===== src/rtl/ftp_pkg.sv =====
// Shared types and constants for the fraction text parser.
// No dependencies; imported by fraction_text_parser_unit.
`timescale 1ns / 1ps
`default_nettype none

package ftp_pkg;

  localparam int VALUE_BITS     = 32;
  localparam int NUMER_BITS     = VALUE_BITS - 1;
  localparam int CH_BITS        = 8;
  localparam int DIGIT_BITS     = 4;
  localparam int KIND_BITS      = 2;
  localparam int OUT_DATA_BITS  = ((NUMER_BITS + VALUE_BITS + 7) / 8) * 8;
  localparam int OUT_PAD_BITS   = OUT_DATA_BITS - NUMER_BITS - VALUE_BITS;

  localparam logic [CH_BITS-1:0] CH_NUL   = 8'h00;
  localparam logic [CH_BITS-1:0] CH_SLASH = 8'h2f;
  localparam logic [CH_BITS-1:0] CH_BSL   = 8'h5c;
  localparam logic [CH_BITS-1:0] CH_PLUS  = 8'h2b;
  localparam logic [CH_BITS-1:0] CH_MINUS = 8'h2d;
  localparam logic [CH_BITS-1:0] CH_ZERO  = 8'h30;
  localparam logic [CH_BITS-1:0] CH_NINE  = 8'h39;
  localparam logic [CH_BITS-1:0] CH_SPACE = 8'h20;
  localparam logic [CH_BITS-1:0] CH_TAB   = 8'h09;
  localparam logic [CH_BITS-1:0] CH_CR    = 8'h0d;

  typedef enum logic [KIND_BITS-1:0] {
    KIND_DEFAULT  = 2'd0,
    KIND_NUMER    = 2'd1,
    KIND_FRACTION = 2'd2
  } kind_t;

  typedef enum logic [7:0] {
    PH_START   = 8'b0000_0001,
    PH_NUMER   = 8'b0000_0010,
    PH_SEP     = 8'b0000_0100,
    PH_DWS     = 8'b0000_1000,
    PH_DSIGN   = 8'b0001_0000,
    PH_DDIGIT  = 8'b0010_0000,
    PH_DDONE   = 8'b0100_0000,
    PH_INVALID = 8'b1000_0000
  } phase_t;

endpackage

`default_nettype wire


===== src/rtl/fraction_text_parser_unit.sv =====
// Fraction text parser: byte stream in, one numerator/denominator item per string.
// Depends on ftp_pkg for widths, character codes, phase and kind types.
`timescale 1ns / 1ps
`default_nettype none

// Takes one text byte per cycle on the slave side; a zero byte ends the string and
// yields one item on the master side in the next cycle, with the parser back at the
// start of a new string. A byte is taken every cycle unless a finished item is held
// in the output register and not yet taken. Each byte does one phase step; a digit
// of the numerator or denominator also does one saturating multiply-by-ten accumulate.
// kind 0 gives 0/1, kind 1 gives n/1, kind 2 gives n/d with a zero denominator reported as 1.
module fraction_text_parser_unit (
  input  wire logic                              clk,
  input  wire logic                              rst,
  input  wire logic                              s_tvalid,
  output logic                                   s_tready,
  input  wire logic [ftp_pkg::CH_BITS-1:0]       s_tdata,  // ch
  output logic                                   m_tvalid,
  input  wire logic                              m_tready,
  output logic [ftp_pkg::OUT_DATA_BITS-1:0]      m_tdata,  // numer, denom, zero pad
  output logic [ftp_pkg::KIND_BITS-1:0]          m_tuser   // kind
);
  import ftp_pkg::*;

  localparam logic [NUMER_BITS-1:0] NUMER_LIMIT = {NUMER_BITS{1'b1}};
  localparam logic [VALUE_BITS-1:0] POS_LIMIT   = {1'b0, {NUMER_BITS{1'b1}}};
  localparam logic [VALUE_BITS-1:0] NEG_LIMIT   = {1'b1, {NUMER_BITS{1'b0}}};

  phase_t                  phase, phase_next;
  logic [NUMER_BITS-1:0]   numer_acc, numer_acc_next;
  logic [VALUE_BITS-1:0]   denom_acc, denom_acc_next;
  logic                    denom_negative, denom_negative_next;

  logic [NUMER_BITS-1:0]   numer_out;
  logic [VALUE_BITS-1:0]   denom_out;
  kind_t                   kind_out, kind_q;
  logic [NUMER_BITS-1:0]   numer_q;
  logic [VALUE_BITS-1:0]   denom_q;

  logic                    accept, is_end, is_digit, is_sep, is_space, is_sign;
  logic [DIGIT_BITS-1:0]   digit;
  logic [NUMER_BITS+3:0]   numer_mac;
  logic [VALUE_BITS+3:0]   denom_mac;
  logic [VALUE_BITS-1:0]   denom_limit;
  logic [NUMER_BITS-1:0]   numer_sat;
  logic [VALUE_BITS-1:0]   denom_sat;

  assign s_tready = !m_tvalid || m_tready;
  assign accept   = s_tvalid && s_tready;
  assign is_end   = (s_tdata == CH_NUL);
  assign is_digit = s_tdata inside {[CH_ZERO:CH_NINE]};
  assign is_sep   = (s_tdata == CH_SLASH) || (s_tdata == CH_BSL);
  assign is_space = (s_tdata == CH_SPACE) || (s_tdata inside {[CH_TAB:CH_CR]});
  assign is_sign  = (s_tdata == CH_PLUS) || (s_tdata == CH_MINUS);
  assign digit    = DIGIT_BITS'(s_tdata - CH_ZERO);

  assign numer_mac   = {1'b0, numer_acc, 3'b000} + {3'b000, numer_acc, 1'b0}
                       + {{NUMER_BITS{1'b0}}, digit};
  assign numer_sat   = (numer_mac > {4'b0000, NUMER_LIMIT}) ? NUMER_LIMIT
                                                            : numer_mac[NUMER_BITS-1:0];
  assign denom_limit = denom_negative ? NEG_LIMIT : POS_LIMIT;
  assign denom_mac   = {1'b0, denom_acc, 3'b000} + {3'b000, denom_acc, 1'b0}
                       + {{VALUE_BITS{1'b0}}, digit};
  assign denom_sat   = (denom_mac > {4'b0000, denom_limit}) ? denom_limit
                                                            : denom_mac[VALUE_BITS-1:0];

  always_comb begin
    phase_next          = phase;
    numer_acc_next      = numer_acc;
    denom_acc_next      = denom_acc;
    denom_negative_next = denom_negative;
    if (is_end) begin
      phase_next          = PH_START;
      numer_acc_next      = '0;
      denom_acc_next      = '0;
      denom_negative_next = 1'b0;
    end else begin
      case (phase)
        PH_START: begin
          if (is_digit) begin
            numer_acc_next = numer_sat;
            phase_next     = PH_NUMER;
          end else begin
            phase_next = PH_INVALID;
          end
        end
        PH_NUMER: begin
          if (is_digit) begin
            numer_acc_next = numer_sat;
          end else if (is_sep) begin
            phase_next = PH_SEP;
          end else begin
            phase_next = PH_INVALID;
          end
        end
        PH_SEP, PH_DWS: begin
          if (phase == PH_SEP && is_sep) begin
            phase_next = PH_SEP;
          end else if (is_space) begin
            phase_next = PH_DWS;
          end else if (is_sign) begin
            denom_negative_next = (s_tdata == CH_MINUS);
            phase_next          = PH_DSIGN;
          end else if (is_digit) begin
            denom_acc_next = denom_sat;
            phase_next     = PH_DDIGIT;
          end else begin
            phase_next = PH_DDONE;
          end
        end
        PH_DSIGN, PH_DDIGIT: begin
          if (is_digit) begin
            denom_acc_next = denom_sat;
            phase_next     = PH_DDIGIT;
          end else begin
            phase_next = PH_DDONE;
          end
        end
        default: begin
          phase_next = phase;
        end
      endcase
    end
  end

  always_comb begin
    kind_out  = KIND_DEFAULT;
    numer_out = '0;
    denom_out = VALUE_BITS'(1);
    case (phase)
      PH_NUMER, PH_SEP: begin
        kind_out  = KIND_NUMER;
        numer_out = numer_acc;
      end
      PH_DWS, PH_DSIGN, PH_DDIGIT, PH_DDONE: begin
        kind_out  = KIND_FRACTION;
        numer_out = numer_acc;
        if (denom_acc != '0) begin
          denom_out = denom_negative ? VALUE_BITS'(~denom_acc + 1'b1) : denom_acc;
        end
      end
      default: begin
        kind_out = KIND_DEFAULT;
      end
    endcase
  end

  always_ff @(posedge clk) begin
    if (rst) begin
      phase          <= PH_START;
      numer_acc      <= '0;
      denom_acc      <= '0;
      denom_negative <= 1'b0;
    end else if (accept) begin
      phase          <= phase_next;
      numer_acc      <= numer_acc_next;
      denom_acc      <= denom_acc_next;
      denom_negative <= denom_negative_next;
    end
  end

  always_ff @(posedge clk) begin
    if (rst) begin
      m_tvalid <= 1'b0;
    end else if (accept && is_end) begin
      m_tvalid <= 1'b1;
    end else if (m_tready) begin
      m_tvalid <= 1'b0;
    end
  end

  always_ff @(posedge clk) begin
    if (accept && is_end) begin
      kind_q  <= kind_out;
      numer_q <= numer_out;
      denom_q <= denom_out;
    end
  end

  assign m_tdata = {{OUT_PAD_BITS{1'b0}}, denom_q, numer_q};
  assign m_tuser = kind_q;

  a_end_gives_item: assert property (@(posedge clk) disable iff (rst)
    accept && is_end |=> m_tvalid && phase == PH_START)
    else $error("terminator did not produce an item");

  a_denom_range: assert property (@(posedge clk) disable iff (rst)
    denom_acc <= NEG_LIMIT && (denom_negative || denom_acc <= POS_LIMIT))
    else $error("denominator accumulator out of range");

  a_sign_phase: assert property (@(posedge clk) disable iff (rst)
    denom_negative |-> phase == PH_DSIGN || phase == PH_DDIGIT || phase == PH_DDONE)
    else $error("sign set outside denominator phases");

  a_default_item: assert property (@(posedge clk) disable iff (rst)
    m_tvalid && kind_q == KIND_DEFAULT |-> numer_q == '0 && denom_q == VALUE_BITS'(1))
    else $error("default item is not 0/1");

endmodule

`default_nettype wire

===== config.mk =====
export PLATFORM = sky130hd
export DESIGN_NAME = fraction_text_parser_unit
export DESIGN_NICKNAME = d
export VERILOG_FILES = /design/src/rtl/ftp_pkg.sv /design/src/rtl/fraction_text_parser_unit.sv
export SDC_FILE = /design/constraint.sdc
export NUM_CORES = 1
export LEC_CHECK = 0
export BUFFER_PORTS_ARGS = -buffer_cell sky130_fd_sc_hd__buf_2
export CAP_MARGIN = 20
export CORE_MARGIN = 5
export CORE_UTILIZATION = 35
export DETAILED_ROUTE_END_ITERATION = 8
export HOLD_SLACK_MARGIN = 0.02
export PLACE_DENSITY = 0.56
export SLEW_MARGIN = 15
export SYNTH_ARGS = -nofsm -noshare
export SYNTH_HDL_FRONTEND = slang
export SYNTH_SLANG_ARGS = --single-unit

===== constraint.sdc =====
create_clock -name clk -period 6.95 [get_ports clk]
set_clock_uncertainty 0.05 [all_clocks]
set_input_delay 0.3475 -clock clk [delete_from_list [all_inputs] [get_ports clk]]
set_output_delay 0.3475 -clock clk [all_outputs]
set_load 0.01 [all_outputs]

# After elaboration in Yosys (flattened, before gate mapping)
# Index checks and enable logic that the tools add are counted.
op_classes:
  addsub: 6
  n_mul: 0
  div_mod_pow: 0
  order_cmp: 6
  n_eq_ne: 18
  n_shift: 0
  mux: 30
  bitwise: 1
  reduce_logical: 30
ops:
  columns: ["op", "n"]
  rows:
  - ["two-way mux 32 bit", 8]
  - ["two-way mux 31 bit", 4]
  - ["one-hot mux 32 bit (2 select lines)", 1]
  - ["equality test 8 x 6 -> 1 bit, second input constant", 5]
  - ["adder 35 x 33 -> 36 bit", 1]
  - ["adder 36 x 4 -> 36 bit", 1]
  - ["> comparator 36 x 32 -> 1 bit", 1]
  - ["adder 34 x 32 -> 35 bit", 1]
  - ["adder 35 x 4 -> 35 bit", 1]
  - ["> comparator 35 x 31 -> 1 bit, second input constant", 1]
  - ["adder 32 x 1 -> 32 bit, second input constant", 1]
  - ["two-way mux 8 bit", 4]
  - ["NOT 32 bit", 1]
  - ["one-hot mux 8 bit (4 select lines)", 1]
  - ["nonzero test 32 bit", 1]
  - ["two-way mux 7 bit", 4]
  - ["equality test 8 x 7 -> 1 bit, second input constant", 2]
  - ["inequality test 3 bit, second input constant", 4]
  - ["AND reduction 5 bit", 2]
  - ["nonzero test 2 bit", 5]
  - ["equality test 8 x 1 -> 1 bit, second input constant", 1]
  - ["equality test 8 x 2 -> 1 bit, second input constant", 1]
  - ["equality test 8 x 3 -> 1 bit, second input constant", 1]
  - ["equality test 8 x 4 -> 1 bit, second input constant", 1]
  - ["other kinds (20)", 38]
totals:
  ff_bits: 138
  latch_bits: 0
  ramBits: 0
  romBits: 0
  input_bits: 12
  word_cells: 99
  n_memories: 0

# Logic depth before layout (Yosys ltp)
# Gate-level depths: netlist (run 1).
depth:
  ltp_word: 10
  mapped_depth: 22
  mapped_depth_nobuf: 20

# Least setup slack after synthesis (run 1)
# Ideal clock, no wire load.
synth_path:
  kind: "input -> register"
  from: "in s_tdata[1] (netlist bit)"
  to: "reg numer_acc[12]"
  setup_ns: 0.137
  arrival_time_ns: 4.912
  slack_ns: 1.851
  path_stages: 9
  n_path_buf: 3
  path_cell_list: "clkbuf_1 -> or4_1 -> or3_1 -> clkbuf_1 -> nor2_1 -> nor2_1 -> buf_1 -> o21ai_0 -> a31oi_1"
synth_via:
  elab_chain_cells: 7
  word_cells_on_any_way: 14
  classes_between: "add/sub: 2; order compare: 3; mux: 4; reduce/logical: 5"
synth_lines:
  columns: ["item", "line_no", "source"]
  rows:
  - ["start: declaration", "fraction_text_parser_unit.sv:17", "input wire logic [ftp_pkg::CH_BITS-1:0] s_tdata,"]
  - ["subtractor 4 x 1 -> 4 bit", "fraction_text_parser_unit.sv:55", "assign digit = DIGIT_BITS'(s_tdata - CH_ZERO);"]
  - ["adder 35 x 4 -> 35 bit", "fraction_text_parser_unit.sv:58", "+ {{NUMER_BITS{1'b0}}, digit};"]
  - ["> comparator 35 x 31 -> 1 bit", "fraction_text_parser_unit.sv:59", "assign numer_sat = (numer_mac > {4'b0000, NUMER_LIMIT}) ? NUMER_LIMIT"]
  - ["two-way mux 31 bit", "fraction_text_parser_unit.sv:59", null]
  - ["two-way mux 31 bit", "fraction_text_parser_unit.sv:80, fraction_text_parser_unit.sv:88", null]
  - ["two-way mux 31 bit", null, null]
  - ["two-way mux 31 bit", "fraction_text_parser_unit.sv:72", "if (is_end) begin"]
  - ["end signal: assignment", "fraction_text_parser_unit.sv:156", "numer_acc <= numer_acc_next;"]
  - ["end: declaration", "fraction_text_parser_unit.sv:30", "logic [NUMER_BITS-1:0] numer_acc, numer_acc_next;"]
# Parallel ways exist; a longest one is shown, timed or not. The select of a mux whose other input is x is not followed.
# A chain may end at the register's enable or synchronous reset.

# Worst setup path after layout (run 1)
layout_path:
  from: "reg denom_acc[2]"
  to: "reg denom_acc[9]"
layout_via:
  elab_chain_cells: 10
layout_lines:
  columns: ["item", "line_no", "source"]
  rows:
  - ["start: declaration", "fraction_text_parser_unit.sv:31", "logic [VALUE_BITS-1:0] denom_acc, denom_acc_next;"]
  - ["start signal: assignment", "fraction_text_parser_unit.sv:157", "denom_acc <= denom_acc_next;"]
  - ["adder 35 x 33 -> 36 bit *", "fraction_text_parser_unit.sv:62", "assign denom_mac = {1'b0, denom_acc, 3'b000} + {3'b000, denom_acc, 1'b0}"]
  - ["adder 36 x 4 -> 36 bit *", "fraction_text_parser_unit.sv:63", "+ {{VALUE_BITS{1'b0}}, digit};"]
  - ["> comparator 36 x 32 -> 1 bit", "fraction_text_parser_unit.sv:64", "assign denom_sat = (denom_mac > {4'b0000, denom_limit}) ? denom_limit"]
  - ["two-way mux 32 bit *", "fraction_text_parser_unit.sv:64", null]
  - ["two-way mux 32 bit *", "fraction_text_parser_unit.sv:104, fraction_text_parser_unit.sv:112", null]
  - ["two-way mux 32 bit", "fraction_text_parser_unit.sv:101", "end else if (is_sign) begin"]
  - ["two-way mux 32 bit", "fraction_text_parser_unit.sv:99", "end else if (is_space) begin"]
  - ["two-way mux 32 bit", "fraction_text_parser_unit.sv:97", "if (phase == PH_SEP && is_sep) begin"]
  - ["one-hot mux 32 bit (2 select lines) *", "fraction_text_parser_unit.sv:78", "case (phase)"]
  - ["two-way mux 32 bit *", "fraction_text_parser_unit.sv:72", null]
# Mark *: on every way between the ends. The rest lies on a longest branch, timed or not. The select of a mux whose other input is x is not followed.

==> metrics, run 1 <==
layout cell share with drive strength beyond 1=13.1%; DRT iter0 DRCs=624; CP Launch Type=flip-flop; status=completed; critical path class=reg2reg; #FFs+latches synth=138; fin cells=1801; Reg2Reg Setup Slack=1.20 ns; GRT overflow=0; GPL Wtd Cong=0.881; final WL=31.2 mm; cts bufs inserted=17; Leakage=5.84 nW; detailed-route via count=9799; CTS tree=done; EDFF count, synth=65; Total GRT Usage=17.3%; crit path DAT=6.05 ns; Initial Util=35.2%; Max Freq=0.174 GHz; Chip Height=190 µm; initial antenna violation count=3; clk_lat worst skew=0.44 ns; WP data required=7.24 ns; Die ar.=36200 µm²; crit path max fanout=31; nets@finish=1518; Hold Startpoint=rst; Cells after DPL=1768; Core Rows=66; fraction of registers with async set/reset=0%; fin crit share=82.8%; post-cts sizing count=0; global-route wire length before repair=51.0 mm; sequential area share after synthesis=30.0%; H-tree depth=4; final worst slack=1.20 ns; slew margin rel.=33.7%; Distinct cells, synth=78; final hold slack=0.234 ns; CP Capture Type=flip-flop; I/O Buffers=78; Die X=190 µm; Finish-stage setup viols=0; Post CTS Setup Buffer Count=0; Place WS=1.10 ns; TritonRoute pass-1 iters=5; Core Box Area=32300 µm²; clk root buf=clkbuf_16; clock tree buffer depth=2; RSZ-0062 raised after global routing=false; syn nets=1466; area grow syn2layout=12.3%; Post-synth top flop=dfxtp_1; Worst Hold End=phase[1]$_SDFFE_PP0P_; clk sinks=138; worst slew pin tran=0.991 ns; FF-to-FF path depth=17; Via-to-Cell Ratio=5.44; Post-CTS Hold Buffers=0; final slew viol count=0; Finished Core Util=39.6%; slowest stage cell, crit path=or4_4; hold path depth=2; Post-DP HPWL=24.0 mm; overall power=1.86 mW; FF-to-FF Start=denom_acc[2]$_SDFFE_PP0P_; worst vdd ir=0.000170 V; DP Area=12200 µm²; post-route cell area=12800 µm²; max-cap violations=0; Yosys warnings=0; post-route minimum period=5.75 ns; clk slew on worst S/H paths=0.06 ns; pin count of the biggest net entering global routing=37; crit-path cells=fa_1 > ha_1 > a211oi_1 > o211ai_1 > a211oi_1 > o21ai_0 > a21boi_0 > xor2_1 > inv_1 > ha_1 > nand2_1 > or3_1 > or4_1 > o211ai_1 > nand3_1 > or4_4 > o211ai_2; Syn Area/Cell=8.80 µm²; fill count=3266; DRC Markers=0; Worst Hold Class=in2reg; mapped cell area=11400 µm²; Wirelength per Cell=17.3 µm; Largest stage delay, worst path=0.82 ns; Syn Inst Count=1293; setup TNS=0 ns; Antenna Violating Nets Remaining=0; vias in the first global route=9682; pwr dens=145 nW/µm²; reg2reg end=denom_acc[9]$_SDFFE_PP0P_; Final Hold Vio Count=0; I/O pins=80
-- layer usage --
metal / vias to the layer above / routed length (µm) / track usage, % / share of wire, %
li1: 4903 / - / - / -
met1: 4666 / 14700 / 23.1 / 47
met2: 191 / 14700 / 29.1 / 47
met3: 35 / 1220 / 2.73 / 3.9
met4: 4 / 479 / 4.72 / 1.5
met5: - / 34 / 0 / 0.11
-- cells in the final DEF (no fill, tap or decap), drive strengths merged, types with 6 or more instances in the layout --
cell type / netlist / final
a21oi: 100 / 100
o31ai: 11 / 11
nand2b: 14 / 14
or2: 6 / 6
a22oi: 14 / 14
a211oi: 11 / 11
nand3: 27 / 27
and3: 9 / 9
clkbuf: 31 / 20
or4: 8 / 8
xor2: 53 / 53
a31oi: 22 / 22
dfxtp: 73 / 73
nor3: 25 / 25
or3: 15 / 15
a21boi: 6 / 6
edfxtp: 65 / 65
nand4: 23 / 23
o21ai: 92 / 92
inv: 48 / 49
o211ai: 49 / 49
nor2: 87 / 87
and2: 10 / 10
nor2b: 38 / 38
o21a: 7 / 7
xnor2: 29 / 29
ha: 157 / 157
nand2: 130 / 130
a21o: 20 / 20
nor4: 16 / 16
buf: 24 / 88
-- state kept, by name (all words and copies together) (netlist names) --
signal and flops:
numer_acc 31, m_tvalid 1, m_tuser 2, denom_acc 32, denom_negative 1, phase 8, numer_q 31, denom_q 32
-- cell type report --
type                       count  area [µm²]  area share, %
antenna                        1        2.50         0.0196
clock buffer                  20         447           3.50
clock inverter                12         149           1.17
inverter                      48         180           1.41
multi-input combinational   1052        7550           59.1
sequential                   138        3410           26.7
tap                          442         553           4.33
timing repair buffer          88         478           3.74
-- cells in the mapped netlist (4+ instances only) --
cell type | count | area (µm²)
ha_1 | 157 | 1960
nand2_1 | 130 | 488
a21oi_1 | 96 | 480
nor2_1 | 87 | 327
o21ai_0 | 79 | 395
dfxtp_1 | 73 | 1460
edfxtp_1 | 65 | 1950
xor2_1 | 53 | 464
inv_1 | 47 | 176
nor2b_1 | 38 | 238
clkbuf_1 | 31 | 116
o211ai_2 | 31 | 388
xnor2_1 | 29 | 254
nand3_1 | 27 | 135
nor3_1 | 25 | 125
nand4_1 | 23 | 144
a31oi_1 | 22 | 138
a21o_1 | 20 | 150
o211ai_1 | 18 | 135
buf_2 | 16 | 80.1
nor4_1 | 15 | 93.8
or3_1 | 15 | 93.8
a22oi_1 | 14 | 105
nand2b_1 | 14 | 87.6
o21ai_1 | 12 | 60.1
a211oi_1 | 10 | 75.1
and2_1 | 10 | 62.6
o31ai_1 | 10 | 75.1
and3_1 | 8 | 50.1
o21a_1 | 7 | 52.6
or4_1 | 7 | 52.6
a21boi_0 | 5 | 37.5
buf_6 | 5 | 56.3
nand3b_1 | 5 | 37.5
a221o_1 | 4 | 40.0
a32oi_1 | 4 | 35.0
and4_1 | 4 | 35.0
fa_1 | 4 | 80.1
nor3b_1 | 4 | 30.0
o22ai_1 | 4 | 25.0
o31a_1 | 4 | 35.0
or2_2 | 4 | 25.0
-- worst max path at each step --
stage / start / to / slack, ns / depth (start not counted)
floorplan: s_tdata[1] / numer_acc[12]$_SDFFE_PP0P_ / 1.85 / 9
global placement: s_tdata[3] / denom_acc[27]$_SDFFE_PP0P_ / 1.18 / 20
detailed placement: s_tdata[3] / denom_acc[27]$_SDFFE_PP0P_ / 1.10 / 18
CTS: denom_acc[2]$_SDFFE_PP0P_ / denom_acc[9]$_SDFFE_PP0P_ / 1.21 / 17
global route: denom_acc[2]$_SDFFE_PP0P_ / denom_acc[27]$_SDFFE_PP0P_ / 0.77 / 19
finish: denom_acc[2]$_SDFFE_PP0P_ / denom_acc[9]$_SDFFE_PP0P_ / 1.20 / 17
-- worst max-delay path: cells and delay by family, from the launching register on --
kind	cells	cell delay, ns
adders and majority gates	3	1.15
and+or+nand+nor	5	1.95
DFF	1	0.45
AOI/OAI and AO/OA	7	1.79
xor gates and xnor gates	1	0.22
buffers and inverters	1	0.07
-- kinds of logic (layout without fill, tap and decap cells) --
| group | after synthesis | in the layout | share of synthesized area (%) |
|---|---|---|---|
| compound gates | 377 | 377 | 22.7 |
| buf+inv | 103 | 168 | 3.97 |
| other cells | 1 | 2 | 0.0330 |
| simple gates | 427 | 427 | 18.7 |
| xor+xnor | 82 | 82 | 6.31 |
| mux | 4 | 4 | 0.363 |
| fa+ha+maj | 161 | 161 | 18.0 |
| flops | 138 | 138 | 30.0 |
-- power breakdown --
part,switching [mW],total (mW),internal (mW)
sequential,0.00275,0.848,0.846
clock,0.382,0.954,0.573
combinational,0.0357,0.0524,0.0167
total,0.420,1.86,1.43
Power figures use the tool's default switching activity.
==> inputs of run 2 (changes only) <==
clock period = 5.45 ns   (was 6.95 ns; I/O delays follow)
==> metrics, run 2 (synthesis results as in run 1) <==
status=completed; clk slew on worst S/H paths=0.07 ns; worst slew pin tran=0.967 ns; final slew viol count=0; slew margin rel.=35.3%; CTS tree=done; final WL=32.2 mm; vias in the first global route=9799; Initial Util=35.2%; TritonRoute pass-1 iters=5; I/O pins=80; GRT overflow=0; critical path class=reg2reg; internal power consumption=1.74 mW; share of power burned in registers=47.0%; Max Freq=0.190 GHz; Antenna Violating Nets Remaining=0; crit path max fanout=8; DRC Markers=0; Post-DP HPWL=24.1 mm; I/O Buffers=78; clock share of power=50.0%; detailed-route via count=10047; Wirelength per Cell=17.6 µm; pin count of the biggest net entering global routing=67; post-route minimum period=5.27 ns; cts bufs inserted=17; crit path DAT=5.59 ns; Post-CTS Hold Buffers=0; fin cells=1833; max-cap violations=0; Core Box Area=32300 µm²; Die X=190 µm; Final Hold Vio Count=0; Via-to-Cell Ratio=5.48; pwr dens=174 nW/µm²; clk sinks=138; H-tree depth=4; clock tree buffer depth=2; clk root buf=clkbuf_16; Comb pwr share=3.1%; DRT iter0 DRCs=594; layout cell share with drive strength beyond 1=17.0%; RSZ-0062 raised after global routing=true; biggest regs=denom_acc x32, denom_q x32; fin crit share=96.7%; post-route cell area=13200 µm²; GPL Wtd Cong=0.914; sw power=0.559 mW; initial antenna violation count=1; CP Launch Type=flip-flop; Finish-stage setup viols=0; most common cell after layout, fill and taps aside=ha_1; CP Capture Type=flip-flop; Die ar.=36200 µm²; Core Rows=66; area grow syn2layout=16.1%; global-route wire length before repair=51.5 mm; diode count=0; nets@finish=1551; final hold slack=0.127 ns; worst vdd ir=0.000230 V; most frequent cells in the layout=ha_1, nand2_1, a21oi_1; WP data required=5.77 ns; Chip Height=190 µm; clk_lat worst skew=0.45 ns; DP Area=12400 µm²; Total GRT Usage=17.6%; Leakage=6.02 nW; Cells after DPL=1790; Worst Hold Class=in2reg; switching share of power=24.3%
[run 2: layout make-up]
| class | count | area [µm²] |
|---|---|---|
| repair buffers | 121 | 798 |
| clock inverters | 10 | 78.8 |
| multi-input cells | 1052 | 7680 |
| fillers | 3275 | 19100 |
| flip-flops and latches | 138 | 3420 |
| well taps | 442 | 553 |
| inverters | 48 | 180 |
| clock buffers | 22 | 487 |
[run 2: power by group through the flow]
stage                     registers [mW]  clock network [mW]  logic (mW)
final                               1.08                1.15      0.0703
after global routing                1.08                1.23      0.0778
after CTS                           1.08                1.19      0.0686
after detailed placement            1.10                   0      0.0680
after global placement              1.10                   0      0.0679
after floorplan                     1.10                   0      0.0439
[run 2: path summary, 6_finish.rpt]
| path | slack, ns | cells after the start | to | startpoint |
|---|---|---|---|---|
| setup reg to reg | 0.18 | 20 | denom_acc[17]$_SDFFE_PP0P_ | denom_acc[0]$_SDFFE_PP0P_ |
| setup / recovery | 0.18 | 20 | denom_acc[17]$_SDFFE_PP0P_ | denom_acc[0]$_SDFFE_PP0P_ |
| hold reg to reg | 0.43 | 2 | phase[7]$_SDFFE_PP0P_ | phase[7]$_SDFFE_PP0P_ |
| hold / removal | 0.13 | 2 | phase[1]$_SDFFE_PP0P_ | rst |
[run 2: worst max-delay path, cell delays in order (launching register included)]
cell	delay (ns)
dfxtp_4	0.36
fa_2	0.60
ha_4	0.23
a211oi_4	0.23
o211ai_1	0.25
a211oi_2	0.32
buf_4	0.18
nor2_4	0.05
a21oi_2	0.17
o21ai_2	0.07
xnor2_1	0.19
inv_1	0.10
ha_4	0.27
nand4_1	0.12
or3_4	0.35
or4_1	0.47
o211ai_1	0.10
nand3_1	0.13
or4_4	0.60
clkbuf_16	0.22
o211ai_2	0.13
[run 2: repair_timing]
item                                    CTS  global route
buffers inserted                          0             9
endpoints found under the setup margin   29            32
cloned                                    0             2
resized for setup                         1            39
pin swaps                                 0             9
[run 2: stage by stage]
| stage | util [%] | TNS (ns) | power [mW] | worst slack (ns) |
|---|---|---|---|---|
| after global placement | 38.3 | 0 | 1.17 | 0.101 |
| after CTS | 40.1 | 0 | 2.34 | 0.0201 |
| after global routing | 40.9 | -0.750 | 2.39 | -0.0568 |
| after floorplan | - | 0 | 1.15 | 0.387 |
| after detailed placement | 38.3 | -1.49 | 1.17 | -0.0764 |
| final | 40.9 | 0 | 2.30 | 0.180 |
[run 2: per-layer routing]
| metal | part of all wire, % | routed length, µm | global-route usage (%) | vias up |
|---|---|---|---|---|
| li1 | - | - | - | 4987 |
| met1 | 47 | 15300 | 23.9 | 4808 |
| met2 | 46 | 14800 | 28.5 | 209 |
| met3 | 4.3 | 1400 | 3.11 | 41 |
| met4 | 2.0 | 648 | 5.64 | 2 |
| met5 | 0.040 | 13 | 0 | - |
